File: config.mk
export PLATFORM = sky130hd
export DESIGN_NAME = bse_word_alu
export DESIGN_NICKNAME = d
export VERILOG_FILES = /design/src/hdl/bse_pkg.sv /design/src/hdl/bse_word_alu.sv
export SDC_FILE = /design/constraint.sdc
export NUM_CORES = 1
export LEC_CHECK = 0
export BUFFER_PORTS_ARGS = -buffer_cell sky130_fd_sc_hd__buf_2
export CAP_MARGIN = 20
export CELL_PAD_IN_SITES_DETAIL_PLACEMENT = 0
export CELL_PAD_IN_SITES_GLOBAL_PLACEMENT = 2
export CORE_ASPECT_RATIO = 0.8
export CORE_MARGIN = 10
export CORE_UTILIZATION = 24
export DETAILED_ROUTE_END_ITERATION = 8
export GPL_TIMING_DRIVEN = 0
export PLACE_DENSITY = 0.82
export RECOVER_POWER = 100
export SLEW_MARGIN = 30
export SYNTH_ARGS = -nofsm -noshare
export SYNTH_HDL_FRONTEND = slang
export SYNTH_SLANG_ARGS = --single-unit
export TNS_END_PERCENT = 10
File: constraint.sdc
create_clock -name vclk -period 3.1
set_input_delay 0.31 -clock vclk [all_inputs]
set_output_delay 0.31 -clock vclk [all_outputs]
set_load 0.02 [all_outputs]
File: src/hdl/bse_pkg.sv
`timescale 1ns / 1ps

package bse_pkg;

  // fixed field widths of the channels
  localparam int CMD_W     = 4;
  localparam int SET_IDX_W = 4;
  localparam int BIT_IDX_W = 8;
  localparam int CFG_W     = 9;
  localparam int FOUND_W   = 8;

  // bits_in_use after reset
  localparam logic [CFG_W-1:0] BITS_IN_USE_RST = 9'd256;

  // command codes
  typedef enum logic [CMD_W-1:0] {
    CMD_SET_BIT  = 4'd0,
    CMD_CLR_BIT  = 4'd1,
    CMD_UNION    = 4'd2,
    CMD_COPY     = 4'd3,
    CMD_SUBTRACT = 4'd4,
    CMD_EQUAL    = 4'd5,
    CMD_CLR_ALL  = 4'd6,
    CMD_SET_ALL  = 4'd7,
    CMD_FIND     = 4'd8
  } cmd_t;

endpackage

File: src/hdl/bse_word_alu.sv
`timescale 1ns / 1ps

module bse_word_alu #(
  parameter int  WORD_BITS = 64,
  localparam int OW        = $clog2(WORD_BITS + 1),
  localparam int SW        = $clog2(WORD_BITS)
) (
  input  bse_pkg::cmd_t         op,
  input  logic [WORD_BITS-1:0]  t_word,
  input  logic [WORD_BITS-1:0]  s_word,
  input  logic [OW-1:0]         lo_off,
  input  logic [OW-1:0]         hi_off,
  output logic [WORD_BITS-1:0]  wr_word,
  output logic                  words_eq,
  output logic                  hit,
  output logic [SW-1:0]         hit_pos
);
  import bse_pkg::*;

  logic [WORD_BITS:0]   below_lo;
  logic [WORD_BITS:0]   below_hi;
  logic [WORD_BITS-1:0] live;
  logic [WORD_BITS-1:0] one_hot;
  logic [WORD_BITS-1:0] cand;
  logic [WORD_BITS-1:0] iso;

  // search window: bits at or above lo_off and below hi_off
  assign below_lo = ~({(WORD_BITS+1){1'b1}} << lo_off);
  assign below_hi = ~({(WORD_BITS+1){1'b1}} << hi_off);
  assign live     = below_hi[WORD_BITS-1:0] & ~below_lo[WORD_BITS-1:0];

  // single bit for set / clear, lo_off is the offset within the word
  assign one_hot = {{(WORD_BITS-1){1'b0}}, 1'b1} << lo_off;

  // word update
  always_comb begin
    case (op)
      CMD_SET_BIT:  wr_word = t_word | one_hot;
      CMD_CLR_BIT:  wr_word = t_word & ~one_hot;
      CMD_UNION:    wr_word = t_word | s_word;
      CMD_COPY:     wr_word = s_word;
      CMD_SUBTRACT: wr_word = t_word & ~s_word;
      CMD_CLR_ALL:  wr_word = '0;
      CMD_SET_ALL:  wr_word = '1;
      default:      wr_word = t_word;
    endcase
  end

  assign words_eq = (t_word == s_word);

  // lowest set bit inside the window
  assign cand = t_word & live;
  assign iso  = cand & (~cand + WORD_BITS'(1));
  assign hit  = |cand;

  always_comb begin
    hit_pos = '0;
    for (int j = 0; j < WORD_BITS; j++) begin
      if (iso[j]) begin
        hit_pos = hit_pos | SW'(j);
      end
    end
  end

endmodule

* After elaboration in Yosys (flattened, before gate mapping) *
Index checks and enable logic that the tools add are counted.

cells by class
  add/subtract/negate cells = 1
  equal/unequal tests = 7
  shift operators = 3
  mux-type cells = 64
  bitwise operators = 13
  reduce and logical (&&, ||, !) cells = 2

operator list
  kind                                                                    count
  64-bit case mux with 7 select lines                                     1
  64-bit NOT                                                              6
  64-bit bitwise AND                                                      5
  6-bit 2-to-1 mux                                                        32
  65-bit by 7-bit left shift with 64-bit output (first input constant)    2
  64-bit bitwise OR                                                       2
  5-bit 2-to-1 mux                                                        16
  64-bit by 1-bit adder with 64-bit output (second input constant)        1
  64-bit equality test                                                    1
  64-bit OR reduction                                                     1
  1-bit by 7-bit left shift with 64-bit output (first input constant)     1
  4-bit 2-to-1 mux                                                        8
  4-bit by 3-bit equality test with 1-bit output (second input constant)  3
  3-bit 2-to-1 mux                                                        4
  4-bit by 2-bit equality test with 1-bit output (second input constant)  2
  4-bit by 1-bit equality test with 1-bit output (second input constant)  1
  4-bit zero test                                                         1
  2-bit 2-to-1 mux                                                        2
  1-bit 2-to-1 mux                                                        1

word-level totals
  flip-flop bits (word level) = 0
  word-level logic and storage cells = 90

* Logic depth before layout (Yosys ltp) *
Gate-level depths: netlist of run 1.

  word-level depth = 71
  gate-level depth with buffers = 13
  gate-level depth less buffers = 9

* Least setup slack after synthesis of run 1 *
OpenSTA, ideal clock, no wires.

  kind = input -> output
  from = input hi_off[6]
  to = output hit_pos[4]
  data arrival time = 2.964 ns
  data required time = 2.790 ns
  slack = -0.174 ns
  stages on the path = 10
  buffers on the path = 1
  cells stage by stage = or3_1 > buf_2 > o311a_1 > nand3b_1 > nor4_4 > nand4_2 > or2_4 > or3_1 > o211ai_2 > or4b_1

on the way
  cells in the longest elaborated chain, start to end = 55

ends and longest elaborated chain
  element                                          RTL line            text
  from (decl)                                      bse_word_alu.sv:12  input logic [OW-1:0] hi_off,
  65-bit by 7-bit left shift with 64-bit output *  bse_word_alu.sv:29  assign below_hi = ~({(WORD_BITS+1){1'b1}} << hi_off);
  64-bit NOT *                                     bse_word_alu.sv:29
  64-bit bitwise AND *                             bse_word_alu.sv:30  assign live = below_hi[WORD_BITS-1:0] & ~below_lo[WORD_BITS-1:0];
  64-bit bitwise AND *                             bse_word_alu.sv:52  assign cand = t_word & live;
  64-bit NOT                                       bse_word_alu.sv:53  assign iso = cand & (~cand + WORD_BITS'(1));
  64-bit by 1-bit adder with 64-bit output         bse_word_alu.sv:53
  64-bit bitwise AND *                             bse_word_alu.sv:53
  5-bit 2-to-1 mux (16 in a row)                   bse_word_alu.sv:59  if (iso[j]) begin
  6-bit 2-to-1 mux (31 in a row)                   bse_word_alu.sv:59
  6-bit 2-to-1 mux *                               bse_word_alu.sv:59
  to (decl)                                        bse_word_alu.sv:16  output logic [SW-1:0] hit_pos

Mark *: on every way between the ends. The rest lies on a longest branch, timed or not.

* Final worst setup path of run 1 *
  from = input lo_off[6]
  to = output hit_pos[4]

on the way
  cells in the longest elaborated chain, start to end = 56

ends and longest elaborated chain
  element                                          RTL line            text
  from (decl)                                      bse_word_alu.sv:11  input logic [OW-1:0] lo_off,
  65-bit by 7-bit left shift with 64-bit output *  bse_word_alu.sv:28  assign below_lo = ~({(WORD_BITS+1){1'b1}} << lo_off);
  64-bit NOT *                                     bse_word_alu.sv:28
  64-bit NOT *                                     bse_word_alu.sv:30
  64-bit bitwise AND *                             bse_word_alu.sv:30
  64-bit bitwise AND *                             bse_word_alu.sv:52
  64-bit NOT                                       bse_word_alu.sv:53
  64-bit by 1-bit adder with 64-bit output         bse_word_alu.sv:53
  64-bit bitwise AND *                             bse_word_alu.sv:53
  5-bit 2-to-1 mux (16 in a row)                   bse_word_alu.sv:59
  6-bit 2-to-1 mux (31 in a row)                   bse_word_alu.sv:59
  6-bit 2-to-1 mux *                               bse_word_alu.sv:59

Marks and branches as above.

==> key figures, run 1 <==
Floorplanning
  – Horiz. Die Dim: 201.4 um
  – Die height: 165.1 um
  – Top Ports: 218
  – Core Rows: 53
  – Die footprint: 33250 sq um
  – Initial Utilization: 24.17%
  – Core area: 26130 sq um

Yosys
  – Most area-hungry cell type in the Yosys netlist: nor2_1
  – Sequential element share of the synthesized area: 0%
  – Synth Area in Simple Gates: 36.17%
  – Netlist Area Pre-Place: 6316 sq um
  – Synth Warn #: 0
  – Syn Inst Count: 1037
  – Area share of xor/xnor cells in the synthesized design: 8.597%
  – Area contributors post-synth: nor2_1, a21oi_1, o21ai_0
  – Mux contribution to synthesized area: 0%
  – Cell variety after synth: 87
  – Synth Area in Adders: 0%
  – Post-Syn Nets: 1183
  – Synth Area per Inst: 6.091 sq um
  – Largest family of logic cells by synthesized area: compound AO/OA/AOI/OAI gates
  – Compound-cell area share of the yosys netlist: 48.12%
  – Top-area cell type share of the netlist area: 6.894%

Route
  – Initial DRC Count: 1595
  – Detailed Route WL: 53580 um
  – Routed Antenna Nets: 0
  – DR WL/cell: 32.18 um
  – DR vias: 11063
  – Via density: 6.644
  – Drt drc: 0
  – Drt first pass iters: 6

Clock network
  – Post-CTS Hold Fix Bufs: 0

GRT
  – Gr usage total: 30.18%
  – Initial antenna violation count: 1
  – Grt total ovfl: 0
  – First-pass GRT wire length: 75140 um
  – Vias in the first global route: 10032
  – Largest net degree at the start of global routing: 11

STA
  – Period minus WS final: 3.747 ns
  – Final Hold Fails: 0
  – Slew HR: 30.24%
  – Final Max Slew Viols: 0
  – Smallest setup slack after layout: -0.6475 ns
  – Slew @ Worst Pin: 1.038 ns
  – RSZ-0062 raised after global routing: yes
  – Period utilization: 120.9%
  – Endpoints failing setup: 15
  – Max Fclk: 266.8 MHz

Final layout
  – Commonest non-fill, non-tap cells in the layout: buf_2, nor2_1, nand2_1
  – Diode count: 0
  – Nets: 1456
  – Reg area: 0 sq um
  – Layout fillers: 2934
  – Area growth, synth to finish: 52.22%
  – Clkbuf count: 0
  – Design area: 9614 sq um
  – Sequential cell count: 0
  – Layout cell share with drive strength beyond 1: 37.46%
  – Most common cell after layout, fill and taps aside: buf_2
  – Core Util, Final: 36.80%

Placement
  – PortBufs: 214
  – Placed inst area: 7919 sq um
  – Final HPWL DP: 43250 um
  – Dpl ws: -1.493 ns
  – Placer's final routability congestion estimate: 1.008

Worst setup path
  – WP buf/inv: 5
  – Most frequent CP cell: buf_4
  – Critical Path Sink Type: output pin
  – Nature of the critical path startpoint: input pin
  – Max incr delay on CP: 0.45 ns
  – Slowest cell on crit path: or4b_4
  – Crit path to: hit_pos[4]
  – CP required: 2.79 ns
  – Max FO, Critical Path: 9
  – Worst Path Arrival: 3.44 ns
  – Levels on crit path: 14
  – Crit path cell chain: buf_4 > nor3_4 > o211ai_1 > o211ai_1 > buf_4 > nor4_4 > buf_4 > nand4_4 > buf_12 > nor4_2 > a311oi_2 > and4_4 > or4b_4 > buf_4
  – Crit path from: lo_off[6]
  – Delay-heaviest family, CP: simple AND/OR/NAND/NOR gates
  – Critical setup path kind: in -> out

Hold path
  – Hold WC Path Type: in -> out

Flow run
  – Max cap viols: 0

Pwr
  – Pwr dens: 194.5 nW/um^2
  – Leakage: 3.689 nW
  – Total power: 1.870 mW
  – VDD IR max: 0.07039 mV

Run status
  – Status: finished with violations
  – Failing checks: setup timing
-- tightest hold or removal path, delay by kind of cell --
kind / cells / cell delay [ns]
buffers and inverters: 2 / 0.27
AO/OA/AOI/OAI: 1 / 0.07
AND/OR/NAND/NOR: 1 / 0.06
-- layer usage --
metal,global-route usage (%),up-vias,wire length (um)
li1,-,4656,-
met1,45.11,5451,24400
met2,42.35,870,21020
met3,6.317,86,6554
met4,7.330,0,1603
met5,0,-,0
-- cell usage after synthesis (all sizes together) (18+ instances only) --
cell type    n
clkbuf      55
o21ai       81
nand4       23
a21oi       81
xor2        33
nor3        47
a221oi      38
nor2       117
nor4        25
nand2       96
a211oi      18
o31ai       39
nand3       38
buf         37
o2111ai     21
xnor2       29
o211ai      25
-- through the flow --
step	hold slack, ns	TNS, ns	cells
after CTS	1.029	-5.416	1638
after global placement	1.020	-51.16	1608
after floorplan	0.7931	-0.4180	1037
final	1.025	-4.733	1665
after global routing	1.037	-7.229	1665
after detailed placement	1.025	-25.55	1609
-- logic make-up after synthesis --
group,count (synthesis)
AO/OA/AOI/OAI,427
AND/OR/NAND/NOR,441
buffers and inverters,107
XOR/XNOR,62
-- worst min-delay path by stage --
stage	to	startpoint	depth (start not counted)	slack (ns)
after detailed placement	wr_word[28]	t_word[28]	3	1.03
after floorplan	wr_word[10]	t_word[10]	2	0.79
after global routing	wr_word[10]	t_word[10]	4	1.04
after global placement	wr_word[10]	s_word[10]	4	1.02
after CTS	wr_word[10]	s_word[10]	4	1.03
final	wr_word[10]	s_word[10]	4	1.02
-- timing repair --
| action | 4_1_cts | 5_1_grt |
|---|---|---|
| gates cloned | 1 | 0 |
| endpoints found under the setup margin | 70 | 69 |
| pin swaps | 35 | 31 |
| endpoints found under the hold margin | 0 | 0 |
| resized for setup | 187 | 116 |
| setup buffers | 28 | 28 |
-- power breakdown --
group | total, mW | internal [mW] | leakage (nW) | switching (mW)
clock network | 0 | 0 | 0 | 0
logic | 1.87 | 0.660 | 3.69 | 1.21
registers | 0 | 0 | 0 | 0
-- area by class of cell --
type	count	area, sq um	share of cell area, %
timing repair buffer	272	1608	16.72
multi-input combinational	930	6868	71.43
inverter	15	67.56	0.7028
tap	357	446.7	4.646
buffer	91	624.3	6.494
No activity file was read; power rests on OpenSTA's default activity.
==> run 2, diff against run 1 <==
--- a/config.mk
+++ b/config.mk
@@ -10,12 +10,11 @@
 export CELL_PAD_IN_SITES_DETAIL_PLACEMENT = 0
 export CELL_PAD_IN_SITES_GLOBAL_PLACEMENT = 2
 export CORE_ASPECT_RATIO = 0.8
-export CORE_MARGIN = 10
 export CORE_UTILIZATION = 24
 export DETAILED_ROUTE_END_ITERATION = 8
 export GPL_TIMING_DRIVEN = 0
 export PLACE_DENSITY = 0.82
-export RECOVER_POWER = 100
+export RECOVER_POWER = 25
 export SLEW_MARGIN = 30
 export SYNTH_ARGS = -nofsm -noshare
 export SYNTH_HDL_FRONTEND = slang
==> key figures, run 2 (same netlist as run 1, synthesis figures left out) <==
GRT
  – Largest net degree at the start of global routing: 11 (unchanged)
  – Grt total ovfl: 0 (unchanged)
  – Initial antenna violation count: 0 (was 1)
  – Gr usage total: 34.88% (was 30.18%)
  – Vias in the first global route: 9962 (was 10032)
  – First-pass GRT wire length: 69740 um (was 75140 um)

Flow run
  – Max cap viols: 0 (unchanged)

Pwr
  – Flop pwr share: 0% (about the same)
  – Int Power: 0.6393 mW (was 0.6601 mW)
  – Leakage: 3.628 nW (was 3.689 nW)
  – Logic pwr share: 100.0% (about the same)
  – Psw: 1.169 mW (was 1.210 mW)
  – Pwr dens: 192.3 nW/um^2 (was 194.5 nW/um^2)
  – VDD IR max: 0.09174 mV (was 0.07039 mV)
  – Clock power share: 0% (about the same)
  – Switching part of the total: 64.65% (was 64.70%)

STA
  – Period utilization: 120.4% (was 120.9%)
  – Period minus WS final: 3.731 ns (was 3.747 ns)
  – RSZ-0062 raised after global routing: yes (unchanged)
  – Smallest setup slack after layout: -0.6309 ns (was -0.6475 ns)
  – Hold slack: 1.025 ns (about the same)
  – Max Fclk: 268.0 MHz (was 266.8 MHz)
  – Slew HR: 31.24% (was 30.24%)
  – Final Hold Fails: 0 (unchanged)
  – Endpoints failing setup: 11 (was 15)
  – Slew @ Worst Pin: 1.005 ns (was 1.038 ns)
  – Final Max Slew Viols: 0 (unchanged)

Placement
  – Placer's final routability congestion estimate: 1.014 (was 1.008)
  – PortBufs: 214 (unchanged)
  – Final HPWL DP: 39550 um (was 43250 um)
  – Dpl ws: -1.295 ns (was -1.493 ns)

Floorplanning
  – Die footprint: 26970 sq um (was 33250 sq um)
  – Core Rows: 52 (was 53)
  – Horiz. Die Dim: 183.4 um (was 201.4 um)
  – Initial Utilization: 24.70% (was 24.17%)
  – Top Ports: 218 (unchanged)
  – Die height: 147.1 um (was 165.1 um)
  – Core area: 25570 sq um (was 26130 sq um)

Final layout
  – Layout fillers: 2918 (was 2934)
  – Diode count: 0 (unchanged)
  – Area growth, synth to finish: 48.91% (was 52.22%)
  – Clkbuf count: 0 (unchanged)
  – Commonest non-fill, non-tap cells in the layout: buf_2, nor2_1, nand2_1 (unchanged)
  – Sequential cell count: 0 (unchanged)
  – Layout cell share with drive strength beyond 1: 36.18% (was 37.46%)
  – Most common cell after layout, fill and taps aside: buf_2 (unchanged)
  – Reg area: 0 sq um (unchanged)
  – Nets: 1447 (was 1456)

Route
  – DR WL/cell: 29.84 um (was 32.18 um)
  – Detailed Route WL: 49230 um (was 53580 um)
  – Initial DRC Count: 1464 (was 1595)
  – DR vias: 10919 (was 11063)
  – Drt drc: 0 (unchanged)
  – Drt first pass iters: 6 (unchanged)
  – Via density: 6.618 (was 6.644)
  – Routed Antenna Nets: 0 (unchanged)

Hold path
  – Hold Path Sink: wr_word[18] (was wr_word[10])
  – Hold depth: 4 (unchanged)
  – Hold WC Path Type: in -> out (unchanged)
  – Hold Startpoint: t_word[18] (was s_word[10])

Run status
  – Status: finished with violations (unchanged)
  – Failing checks: setup timing (unchanged)

Worst setup path
  – Nature of the critical path startpoint: input pin (unchanged)
  – Worst Path Arrival: 3.42 ns (was 3.44 ns)
  – Critical Path Sink Type: output pin (unchanged)
  – Critical setup path kind: in -> out (unchanged)
  – CP required: 2.79 ns (about the same)
  – Max FO, Critical Path: 5 (was 9)
run 2: cell types whose count changed in the layout (fill, tap and decap cells not counted), sizes merged:
| cell | previous run | this run |
|---|---|---|
| buf | 285 | 290 |
| clkbuf | 78 | 64 |
| clkinvlp | 3 | 1 |
| inv | 12 | 14 |
run 2: how the worst max path moves through the flow:
stage / startpoint / end / slack (ns)
after floorplan: hi_off[6] / hit_pos[0] / -0.08
after global routing: hi_off[6] / hit_pos[3] / -0.67
after global placement: lo_off[6] / hit_pos[4] / -1.44
after detailed placement: lo_off[6] / hit_pos[2] / -1.30
after CTS: hi_off[5] / hit_pos[4] / -0.52
final: hi_off[6] / hit_pos[3] / -0.63
run 2: critical path, cell delays in order:
cell	delay, ns
buf_6	0.11
buf_8	0.12
or4_4	0.64
o211a_1	0.29
a32oi_4	0.27
and4_4	0.30
o2111ai_4	0.15
buf_6	0.17
nor4_4	0.33
a311o_1	0.30
buf_4	0.17
nor2_2	0.03
nand4_1	0.07
buf_4	0.14
run 2: area by class of cell:
| class | count | area (sq um) | share of cell area, % |
|---|---|---|---|
| Timing Repair Buffer | 263 | 1554 | 16.52 |
| Buffer | 91 | 606.8 | 6.452 |
| Tap cell | 351 | 439.2 | 4.669 |
| Inverter | 15 | 60.06 | 0.6386 |
| Multi-Input combinational cell | 930 | 6745 | 71.72 |
run 2: metrics by stage:
step | TNS [ns] | instance area (sq um) | power, mW | util [%] | std cells
finish | -4.252 | 9405 | 1.809 | 36.78 | 1650
global route | -6.212 | 9405 | 1.877 | 36.78 | 1650
CTS | -3.369 | 8945 | 1.659 | 34.98 | 1636
detailed placement | -20.60 | 7905 | 1.450 | 30.92 | 1602
global placement | -44.69 | 7873 | 1.459 | 30.79 | 1602
floorplan | -0.4180 | 6362 | 0.8222 | - | 1037
run 2: what timing repair did:
action	in CTS	in global routing
gates resized for setup	183	100
endpoints found under the setup margin	70	69
pin swaps	40	36
buffers inserted	34	14
hold buffers	0	0
gates cloned	0	1
run 2: per-layer routing:
| metal | part of all wire, % | GRT usage [%] | wire length [um] | vias to the layer above |
|---|---|---|---|---|
| met1 | 44 | 53.19 | 21790 | 5295 |
| met3 | 14 | 7.561 | 6794 | 83 |
| li1 | - | - | - | 4634 |
| met5 | 0 | 0 | 0 | - |
| met2 | 40 | 48.84 | 19480 | 907 |
| met4 | 2.4 | 7.458 | 1165 | 0 |
run 2: power by group through the flow:
stage	Combinational [mW]	Sequential, mW	Clock (mW)
4_1_cts	1.66	0	0
3_5_place_dp	1.45	0	0
5_1_grt	1.88	0	0
3_3_place_gp	1.46	0	0
2_1_floorplan	0.822	0	0
6_report	1.81	0	0
